## src/rtl/pgmp5_pkg.sv

```systemverilog
// Shared types, constants and helpers for the multipage P5 stream parser.
// No dependencies.
package pgmp5_pkg;

  localparam int DimW   = 27;
  localparam int AccW   = 30;
  localparam int ProdW  = 54;
  localparam int MulSteps = 27;
  localparam int DivSteps = 16;

  localparam logic [DimW-1:0] RasterLimit   = 27'd67108864;
  localparam logic [6:0]      MaxExtraPages = 7'd64;
  localparam logic [AccW-1:0] NumberMax     = 30'd100000000;

  localparam logic [1:0] KIND_PIXEL  = 2'd0;
  localparam logic [1:0] KIND_START  = 2'd1;
  localparam logic [1:0] KIND_STATUS = 2'd2;

  localparam logic [2:0] ST_OK        = 3'd0;
  localparam logic [2:0] ST_SHORT     = 3'd1;
  localparam logic [2:0] ST_NOT_P5    = 3'd2;
  localparam logic [2:0] ST_MALFORMED = 3'd3;
  localparam logic [2:0] ST_GEOMETRY  = 3'd4;
  localparam logic [2:0] ST_NO_TERM   = 3'd5;
  localparam logic [2:0] ST_TOO_LARGE = 3'd6;
  localparam logic [2:0] ST_TRUNCATED = 3'd7;

  localparam logic CFG_BUDGET = 1'b0;
  localparam logic CFG_PAGES  = 1'b1;

  localparam logic [7:0] CHAR_P    = 8'h50;
  localparam logic [7:0] CHAR_5    = 8'h35;
  localparam logic [7:0] CHAR_HASH = 8'h23;
  localparam logic [7:0] CHAR_LF   = 8'h0a;
  localparam logic [7:0] CHAR_0    = 8'h30;

  typedef struct packed {
    logic [7:0] byte_in;
    logic       end_of_file;
  } in_t;

  typedef struct packed {
    logic [1:0]      kind;
    logic [7:0]      pixel;
    logic [6:0]      page_number;
    logic [DimW-1:0] page_width;
    logic [DimW-1:0] page_height;
    logic [2:0]      status;
    logic [6:0]      extra_pages;
    logic            last_result;
  } out_t;

  typedef struct packed {
    logic load;
    logic mul_start;
    logic mul_step;
    logic div_start;
    logic div_step;
    logic commit;
    logic status;
  } cmd_t;

  typedef struct packed {
    logic need_mul;
    logic need_div;
    logic mul_last;
    logic div_last;
    logic eof;
    logic out_free;
  } stat_t;

  function automatic logic is_ws(input logic [7:0] c);
    return (c == 8'h20) || (c >= 8'h09 && c <= 8'h0d);
  endfunction

  function automatic logic is_digit(input logic [7:0] c);
    return (c >= 8'h30) && (c <= 8'h39);
  endfunction

endpackage

```

## src/rtl/pgm_p5_multipage_stream_parser.sv

```systemverilog
// Multipage P5 stream parser: 1 byte per beat in, up to 2 result beats out.
// A byte that closes a header runs a 27-step size multiply, a raster byte a
// 16-step scaling divide, and the final byte of a file adds a status beat;
// output stalls can hold any of these.
// One byte is worked on at a time; a result waits in the output register.
// Synchronous reset returns to expecting 'P' with default budget and limit.
module pgm_p5_multipage_stream_parser import pgmp5_pkg::*; (
  input  logic            clk,
  input  logic            rst,
  input  logic            in_valid,
  output logic            in_ready,
  input  in_t             in_data,
  output logic            out_valid,
  input  logic            out_ready,
  output out_t            out_data,
  input  logic            cfg_we,
  input  logic            cfg_index,
  input  logic [DimW-1:0] cfg_data
);

  cmd_t  cmd;
  stat_t stat;

  pgmp5_ctrl u_ctrl (
    .clk      (clk),
    .rst      (rst),
    .in_valid (in_valid),
    .in_ready (in_ready),
    .stat     (stat),
    .cmd      (cmd)
  );

  pgmp5_dp u_dp (
    .clk       (clk),
    .rst       (rst),
    .cmd       (cmd),
    .stat      (stat),
    .in_data   (in_data),
    .cfg_we    (cfg_we),
    .cfg_index (cfg_index),
    .cfg_data  (cfg_data),
    .out_valid (out_valid),
    .out_ready (out_ready),
    .out_data  (out_data)
  );

endmodule

```

## src/rtl/pgmp5_dp.sv

```systemverilog
// Datapath: parse state, shift-add size multiplier, pixel scaling divider,
// configuration registers and output register. Uses pgmp5_pkg.
module pgmp5_dp import pgmp5_pkg::*; (
  input  logic            clk,
  input  logic            rst,
  input  cmd_t            cmd,
  output stat_t           stat,
  input  in_t             in_data,
  input  logic            cfg_we,
  input  logic            cfg_index,
  input  logic [DimW-1:0] cfg_data,
  output logic            out_valid,
  input  logic            out_ready,
  output out_t            out_data
);

  typedef enum logic [2:0] {
    M_EXPECT_P, M_EXPECT_5, M_SKIP, M_DIGITS, M_RASTER, M_BETWEEN, M_STOP, M_ERROR
  } mode_t;

  logic [DimW-1:0] budget_reg;
  logic [6:0]      pages_reg;

  logic [7:0] byte_q;
  logic       eof_q;

  mode_t           mode, mode_next;
  logic            in_comment, ic_next;
  logic [1:0]      nidx, nidx_next;
  logic [AccW-1:0] acc, acc_next;
  logic [AccW-1:0] wv, wv_next;
  logic [AccW-1:0] hv, hv_next;
  logic [7:0]      maxv, maxv_next;
  logic [DimW-1:0] pleft, pleft_next;
  logic [DimW-1:0] bused, bused_next;
  logic [6:0]      page, page_next;
  logic [3:0]      fbc, fbc_next;
  logic [2:0]      err, err_next;

  logic [ProdW-1:0] prod, mcand;
  logic [DimW-1:0]  mplier;
  logic [4:0]       mcnt;

  logic [15:0] dvd, quot;
  logic [7:0]  rem;
  logic [3:0]  dcnt;
  logic [7:0]  divisor;
  logic [8:0]  trial;

  logic [DimW-1:0] budget_now;
  logic [6:0]      plimit;
  logic            geom_bad, too_big;
  logic [ProdW:0]  need_sum;

  logic            res_valid;
  out_t            res, st_res;
  logic            do_skip, ic_eff, fail;
  logic [2:0]      fail_code;

  assign budget_now = (budget_reg < RasterLimit) ? budget_reg : RasterLimit;
  assign plimit     = (pages_reg < MaxExtraPages) ? pages_reg : MaxExtraPages;
  assign geom_bad   = (wv == '0) || (hv == '0) || (acc == '0) || (acc > AccW'(255));
  assign need_sum   = (ProdW+1)'(bused) + {1'b0, prod};
  assign too_big    = (wv > AccW'(budget_now)) || (hv > AccW'(budget_now))
                      || (need_sum > (ProdW+1)'(budget_now));
  assign divisor    = (maxv != '0) ? maxv : 8'd255;
  assign trial      = {rem, dvd[15]};

  assign stat.need_mul = (mode == M_DIGITS) && !is_digit(byte_q) && (nidx == 2'd2);
  assign stat.need_div = (mode == M_RASTER);
  assign stat.mul_last = (mcnt == 5'(MulSteps-1));
  assign stat.div_last = (dcnt == 4'(DivSteps-1));
  assign stat.eof      = eof_q;
  assign stat.out_free = !out_valid || out_ready;

  always_comb begin
    mode_next  = mode;
    ic_next    = in_comment;
    nidx_next  = nidx;
    acc_next   = acc;
    wv_next    = wv;
    hv_next    = hv;
    maxv_next  = maxv;
    pleft_next = pleft;
    bused_next = bused;
    page_next  = page;
    err_next   = err;
    fbc_next   = (fbc < 4'd8) ? fbc + 4'd1 : fbc;
    res_valid  = 1'b0;
    res        = '0;
    do_skip    = 1'b0;
    ic_eff     = in_comment;
    fail       = 1'b0;
    fail_code  = ST_OK;
    case (mode)
      M_EXPECT_P: begin
        if (byte_q == CHAR_P) begin
          mode_next = M_EXPECT_5;
        end else begin
          fail = 1'b1;
          fail_code = ST_NOT_P5;
        end
      end
      M_EXPECT_5: begin
        if (byte_q == CHAR_5) begin
          mode_next = M_SKIP;
          ic_next   = 1'b0;
          nidx_next = '0;
          acc_next  = '0;
        end else begin
          fail = 1'b1;
          fail_code = ST_NOT_P5;
        end
      end
      M_SKIP: begin
        do_skip = 1'b1;
      end
      M_DIGITS: begin
        if (is_digit(byte_q)) begin
          if (acc > NumberMax) begin
            fail = 1'b1;
            fail_code = ST_MALFORMED;
          end else begin
            acc_next = (acc << 3) + (acc << 1) + AccW'(byte_q - CHAR_0);
          end
        end else if (nidx != 2'd2) begin
          if (nidx == 2'd0) wv_next = acc;
          else hv_next = acc;
          nidx_next = nidx + 2'd1;
          mode_next = M_SKIP;
          ic_eff    = 1'b0;
          do_skip   = 1'b1;
        end else if (geom_bad) begin
          fail = 1'b1;
          fail_code = ST_GEOMETRY;
        end else if (!is_ws(byte_q)) begin
          fail = 1'b1;
          fail_code = ST_NO_TERM;
        end else if (too_big) begin
          fail = 1'b1;
          fail_code = ST_TOO_LARGE;
        end else begin
          if (bused != '0) page_next = page + 7'd1;
          maxv_next  = acc[7:0];
          pleft_next = prod[DimW-1:0];
          bused_next = bused + prod[DimW-1:0];
          mode_next  = M_RASTER;
          res_valid  = 1'b1;
          res.kind        = KIND_START;
          res.page_number = page_next;
          res.page_width  = wv[DimW-1:0];
          res.page_height = hv[DimW-1:0];
        end
      end
      M_RASTER: begin
        res_valid       = 1'b1;
        res.kind        = KIND_PIXEL;
        res.pixel       = quot[7:0];
        res.page_number = page;
        if (pleft != '0) pleft_next = pleft - DimW'(1);
        if (pleft_next == '0) mode_next = (page >= plimit) ? M_STOP : M_BETWEEN;
      end
      M_BETWEEN: begin
        if (byte_q == CHAR_P) mode_next = M_EXPECT_5;
        else if (!is_ws(byte_q)) mode_next = M_STOP;
      end
      default: begin
      end
    endcase
    res.last_result = !eof_q;
    if (do_skip) begin
      ic_next = ic_eff;
      if (ic_eff) begin
        if (byte_q == CHAR_LF) ic_next = 1'b0;
      end else if (is_ws(byte_q)) begin
      end else if (byte_q == CHAR_HASH) begin
        ic_next = 1'b1;
      end else if (is_digit(byte_q)) begin
        acc_next  = AccW'(byte_q - CHAR_0);
        mode_next = M_DIGITS;
      end else begin
        fail = 1'b1;
        fail_code = ST_MALFORMED;
      end
    end
    if (fail) begin
      if (bused == '0) begin
        mode_next = M_ERROR;
        err_next  = fail_code;
      end else begin
        mode_next = M_STOP;
      end
    end
  end

  always_comb begin
    st_res = '0;
    st_res.kind = KIND_STATUS;
    st_res.last_result = 1'b1;
    if (fbc < 4'd8) begin
      st_res.status = ST_SHORT;
    end else if (mode == M_ERROR) begin
      st_res.status = err;
    end else if (bused == '0) begin
      if (mode == M_EXPECT_P || mode == M_EXPECT_5) st_res.status = ST_NOT_P5;
      else if (mode == M_DIGITS && nidx == 2'd2)
        st_res.status = geom_bad ? ST_GEOMETRY : ST_NO_TERM;
      else st_res.status = ST_MALFORMED;
    end else if (mode == M_RASTER && pleft != '0 && page == '0) begin
      st_res.status = ST_TRUNCATED;
    end else begin
      st_res.extra_pages = page;
      if (mode == M_RASTER && pleft != '0 && page != '0) st_res.extra_pages = page - 7'd1;
    end
  end

  always_ff @(posedge clk) begin
    if (rst) begin
      budget_reg <= RasterLimit;
      pages_reg  <= MaxExtraPages;
    end else if (cfg_we) begin
      if (cfg_index == CFG_BUDGET) budget_reg <= cfg_data;
      else pages_reg <= cfg_data[6:0];
    end
  end

  always_ff @(posedge clk) begin
    if (cmd.load) begin
      byte_q <= in_data.byte_in;
      eof_q  <= in_data.end_of_file;
    end
    if (cmd.mul_start) begin
      prod   <= '0;
      mcand  <= ProdW'(hv[DimW-1:0]);
      mplier <= wv[DimW-1:0];
      mcnt   <= '0;
    end else if (cmd.mul_step) begin
      if (mplier[0]) prod <= prod + mcand;
      mcand  <= mcand << 1;
      mplier <= mplier >> 1;
      mcnt   <= mcnt + 5'd1;
    end
    if (cmd.div_start) begin
      dvd  <= {byte_q, 8'd0} - {8'd0, byte_q};
      rem  <= '0;
      quot <= '0;
      dcnt <= '0;
    end else if (cmd.div_step) begin
      if (trial >= {1'b0, divisor}) begin
        rem  <= 8'(trial - {1'b0, divisor});
        quot <= {quot[14:0], 1'b1};
      end else begin
        rem  <= trial[7:0];
        quot <= {quot[14:0], 1'b0};
      end
      dvd  <= dvd << 1;
      dcnt <= dcnt + 4'd1;
    end
  end

  always_ff @(posedge clk) begin
    if (rst || cmd.status) begin
      mode       <= M_EXPECT_P;
      in_comment <= 1'b0;
      nidx       <= '0;
      acc        <= '0;
      wv         <= '0;
      hv         <= '0;
      maxv       <= '0;
      pleft      <= '0;
      bused      <= '0;
      page       <= '0;
      fbc        <= '0;
      err        <= '0;
    end else if (cmd.commit) begin
      mode       <= mode_next;
      in_comment <= ic_next;
      nidx       <= nidx_next;
      acc        <= acc_next;
      wv         <= wv_next;
      hv         <= hv_next;
      maxv       <= maxv_next;
      pleft      <= pleft_next;
      bused      <= bused_next;
      page       <= page_next;
      fbc        <= fbc_next;
      err        <= err_next;
    end
  end

  always_ff @(posedge clk) begin
    if (rst) begin
      out_valid <= 1'b0;
    end else if (cmd.status) begin
      out_valid <= 1'b1;
    end else if (cmd.commit && res_valid) begin
      out_valid <= 1'b1;
    end else if (out_ready) begin
      out_valid <= 1'b0;
    end
  end

  always_ff @(posedge clk) begin
    if (cmd.status) begin
      out_data <= st_res;
    end else if (cmd.commit && res_valid) begin
      out_data <= res;
    end
  end

endmodule

```

## src/rtl/pgmp5_ctrl.sv

```systemverilog
// Controller: sequences one byte through decode, multiply or divide, commit
// and result delivery. Uses pgmp5_pkg.
module pgmp5_ctrl import pgmp5_pkg::*; (
  input  logic  clk,
  input  logic  rst,
  input  logic  in_valid,
  output logic  in_ready,
  input  stat_t stat,
  output cmd_t  cmd
);

  typedef enum logic [2:0] {
    S_IDLE, S_DECODE, S_MUL, S_DIV, S_COMMIT, S_WAIT_RES, S_WAIT_STAT
  } state_t;

  state_t state, state_next;

  always_comb begin
    state_next = state;
    cmd = '0;
    case (state)
      S_IDLE: begin
        cmd.load = in_valid && in_ready;
        if (cmd.load) state_next = S_DECODE;
      end
      S_DECODE: begin
        if (stat.need_mul) begin
          cmd.mul_start = 1'b1;
          state_next = S_MUL;
        end else if (stat.need_div) begin
          cmd.div_start = 1'b1;
          state_next = S_DIV;
        end else begin
          state_next = S_COMMIT;
        end
      end
      S_MUL: begin
        cmd.mul_step = 1'b1;
        if (stat.mul_last) state_next = S_COMMIT;
      end
      S_DIV: begin
        cmd.div_step = 1'b1;
        if (stat.div_last) state_next = S_COMMIT;
      end
      S_COMMIT: begin
        if (stat.out_free) begin
          cmd.commit = 1'b1;
          state_next = S_WAIT_RES;
        end
      end
      S_WAIT_RES: begin
        if (!stat.eof) begin
          state_next = S_IDLE;
        end else if (stat.out_free) begin
          cmd.status = 1'b1;
          state_next = S_WAIT_STAT;
        end
      end
      S_WAIT_STAT: begin
        state_next = S_IDLE;
      end
      default: state_next = S_IDLE;
    endcase
  end

  always_ff @(posedge clk) begin
    if (rst) begin
      state    <= S_IDLE;
      in_ready <= 1'b1;
    end else begin
      state    <= state_next;
      in_ready <= (state_next == S_IDLE);
    end
  end

endmodule

```

## config.mk

```make
export PLATFORM = sky130hd
export DESIGN_NAME = pgm_p5_multipage_stream_parser
export DESIGN_NICKNAME = d
export VERILOG_FILES = /design/src/rtl/pgmp5_pkg.sv /design/src/rtl/pgm_p5_multipage_stream_parser.sv /design/src/rtl/pgmp5_dp.sv /design/src/rtl/pgmp5_ctrl.sv
export SDC_FILE = /design/constraint.sdc
export NUM_CORES = 2
export LEC_CHECK = 0
export BUFFER_PORTS_ARGS = -buffer_cell sky130_fd_sc_hd__buf_2
export CORE_AREA = 5 5 320 322
export CTS_CLUSTER_SIZE = 16
export DETAILED_ROUTE_END_ITERATION = 16
export DIE_AREA = 0 0 325 327
export GPL_TIMING_DRIVEN = 0
export MAX_ROUTING_LAYER = met4
export PLACE_DENSITY_LB_ADDON = 0.25
export SETUP_SLACK_MARGIN = 0.4
export SLEW_MARGIN = 20
export SYNTH_ARGS = -nofsm -noshare
export SYNTH_HDL_FRONTEND = slang
export SYNTH_SLANG_ARGS = --single-unit
```

## constraint.sdc

```tcl
create_clock -name clk -period 7.9 [get_ports clk]
set_input_delay 1.58 -clock clk [delete_from_list [all_inputs] [get_ports clk]]
set_output_delay 1.58 -clock clk [all_outputs]
set_load 0.1 [all_outputs]
```

==> impl_metrics.toml <==
[status]
outcome = "finished clean"

[power]
switching_share_pct = 37.6
intPower_mw = 5.16
pwr-share-clk_pct = 33.9
p_per_area_nw_per_um2 = 244
seqPwrFrac_pct = 36.2
p_leak_nw = 13.6
p_comb_share_pct = 29.9
peakVddDrop_uv = 183
p_sw_mw = 3.11

[floorplan]
io_pins = 126
die_w_um = 325
core_um2 = 99300
fp.dieArea_um2 = 106000
fp.dieH_um = 327
rows = 116
floorplan.initialDensity_pct = 29.8

[finish]
drive_gt1_share_pct = 7.66
multi_input_area_um2 = 18000
synthToLayoutAreaGrowth_pct = 14.8
largest_register = "u_dp.out_data"
seqCellArea_um2 = 10500
fin_cells = 5242
final_net_count = 4193
top_regs = "u_dp.out_data: 82 flops, u_dp.mcand: 54 flops, u_dp.prod: 54 flops"
final_area_um2 = 33900
fillers = 10687
largest_register_ffs = 82

[route]
antenna_left = 0
first_iter_violations = 2348
wire_per_inst_um = 21.4
firstDrtPassIters = 5
vias_per_cell = 5.43
vias = 28447
wl_mm = 112
drc = 0

[worst_setup_path]
cp_data_required_time_ps = 8510
critPathBufInv = 4
critPathKind = "reg2reg"
crit_fanout = 10
crit_family = "compound AO/OA/AOI/OAI gates"
end_kind = "register"
cp-startpoint = "u_dp.prod[1]$_SDFFE_PP0P_"
cp_slowest_stage_delay_ps = 570
cp_data_arrival_time_ps = 7910
rrSetupSlack_ps = 600
r2r-end = "u_dp.out_data[39]$_SDFFE_PP0P_"
r2r-start = "u_dp.prod[1]$_SDFFE_PP0P_"
r2r_cells = 26
worst_path_most_repeated_cell = "a21o_1"
startpoint_type = "register"
crit_slowest_cell = "dfxtp_1"

[clocking]
clk_path_buf_depth = 3
clk_latency_ps = 690
numClockSinks = 478
ctsHtreeMaxLevel = 2
path_clk_slew_ps = 60
cts_tree = "yes"
cts_buffers = 58
cts-root-buf = "clkbuf_16"

[synthesis]
synth_edf_count = 89
yosys_most_used_dff = "dfxtp_1"
synth_common_cells = "nand2_1, a21oi_1, dfxtp_1, nor2_1, ha_1"
syn_inst = 3710
synth_cell_type_count = 88
async_reset_ff_share_pct = 0
synth_top_area_share_pct = 26.4
ys_seq_elements = 478
synthesis.area_um2 = 29500
synth_top_area_cell = "dfxtp_1"
ys_seq_area_share_pct = 35.4
yosysMostFrequentCell = "nand2_1"
yosys_warnings = 0
synth_nets = 4007
synthTopCellsByArea = "dfxtp_1, nand2_1, ha_1, edfxtp_1, a21oi_1"
syn-mean-instance-area_um2 = 7.96

[sta]
timing.final.crit_share_pct = 92.4
setup_ws_ps = 598
finalSetupViolations = 0
fin_crit_ps = 7300
hold_violations = 0
slew_headroom_pct = 20.3
tns_ps = 0
finClkSkew_ps = 62.9
rsz0062_at_grt = "no"
slew_viol_final = 0
fmax_mhz = 137
worst_pin_slew_ps = 1190

[global_routing]
track_usage_pct = 20.8
antenna_found_initial = 3
grt_max_degree = 43
gr-total-overflow = 0
grt_first_pass_wirelength_mm = 168
grt_pass1_vias = 26778

[placement]
gp_congestion = 0.947
place_ws_ps = 24.0
place_area_um2 = 31900
io_buffers = 123
dp_hpwl_mm = 87.0
dp.cells = 5133

[hold_path]
timing.hold.worst.start = "u_dp.quot[5]$_SDFFE_PP0P_"
whs_endpoint = "u_dp.quot[6]$_SDFFE_PP0P_"
hold_depth = 2
hp-class = "reg2reg"

[run]
drv_cap = 0
layout by cell type (no fill, tap or decap), types with 89 or more instances in the layout:
cell,netlist,routed
a21oi_1,416,416
buf_2,16,137
clkbuf_1,164,168
dfxtp_1,389,389
edfxtp_1,89,89
ha_1,225,225
nand2_1,804,803
nand3_1,118,118
nor2_1,240,237
o21ai_0,171,171
worst max path at each step:
| stage | cells past startpoint | endpoint | slack (ps) |
|---|---|---|---|
| 6_report | 26 | u_dp.out_data[39]$_SDFFE_PP0P_ | 600 |
| 4_1_cts | 25 | u_dp.out_data[8]$_DFFE_PP_ | 430 |
| 2_1_floorplan | 15 | u_dp.acc[29]$_SDFFE_PP0P_ | 2280 |
| 3_5_place_dp | 25 | u_dp.out_data[6]$_DFFE_PP_ | 20 |
| 3_3_place_gp | 25 | u_dp.out_data[4]$_DFFE_PP_ | 20 |
| 5_1_grt | 26 | u_dp.out_data[38]$_SDFFE_PP0P_ | 400 |
tightest hold or removal path, delay by kind of cell, from the launching register on:
family             cells  cell delay (ps)
and+or+nand+nor        1               60
DFF                    1              320
AOI/OAI and AO/OA      1               60
final cells by class:
| type | count | area share (%) |
|---|---|---|
| buffer | 195 | 2.31 |
| inverter | 89 | 0.996 |
| tap | 1298 | 4.79 |
| clock buffer | 73 | 4.94 |
| sequential | 478 | 30.8 |
| clock inverter | 32 | 0.981 |
| multi-input combinational | 2948 | 53.1 |
| timing repair buffer | 126 | 2.00 |
| antenna | 3 | 0.0221 |
routing by layer:
metal | vias up | GRT usage, % | share of wire (%)
met4 | 0 | 7.81 | 4.3
met2 | 952 | 33.8 | 46
met5 | - | - | 0
li1 | 13661 | - | -
met3 | 220 | 2.81 | 5.9
met1 | 13614 | 26.5 | 44
per-stage QoR:
stage	utilization [%]	total power [mW]	hold WS (ps)
floorplan	-	4.69	431
global placement	32.0	5.46	433
detailed placement	32.1	5.48	435
CTS	34.1	8.31	448
global route	34.2	8.69	468
finish	34.2	8.28	444
cells by family (layout without fill, tap and decap cells):
kind of cell | count (synthesis) | in the layout | share of synthesized area (%)
xor+xnor | 131 | 131 | 3.91
other cells | 0 | 3 | 0
buf+inv | 284 | 515 | 3.75
flops | 478 | 478 | 35.4
simple gates | 1536 | 1536 | 23.4
fa+ha+maj | 255 | 255 | 11.6
compound gates | 997 | 997 | 20.9
mux | 29 | 29 | 1.02
power groups by stage:
| stage | Clock [mW] | Sequential (mW) | Combinational [mW] |
|---|---|---|---|
| 3_5_place_dp | 0 | 3.04 | 2.43 |
| 2_1_floorplan | 0 | 3.02 | 1.67 |
| 3_3_place_gp | 0 | 3.05 | 2.41 |
| 4_1_cts | 2.86 | 2.99 | 2.46 |
| 6_report | 2.80 | 2.99 | 2.48 |
| 5_1_grt | 2.95 | 3.01 | 2.73 |
what timing repair did:
| item | in CTS | in global routing |
|---|---|---|
| hold buffers | 0 | 0 |
| setup buffers | 1 | 0 |
| setup endpoints to repair | 82 | 41 |
| pin swaps | 1 | 0 |
| resized for setup | 2 | 7 |
Note: power is estimated with default switching activity, not from simulation.
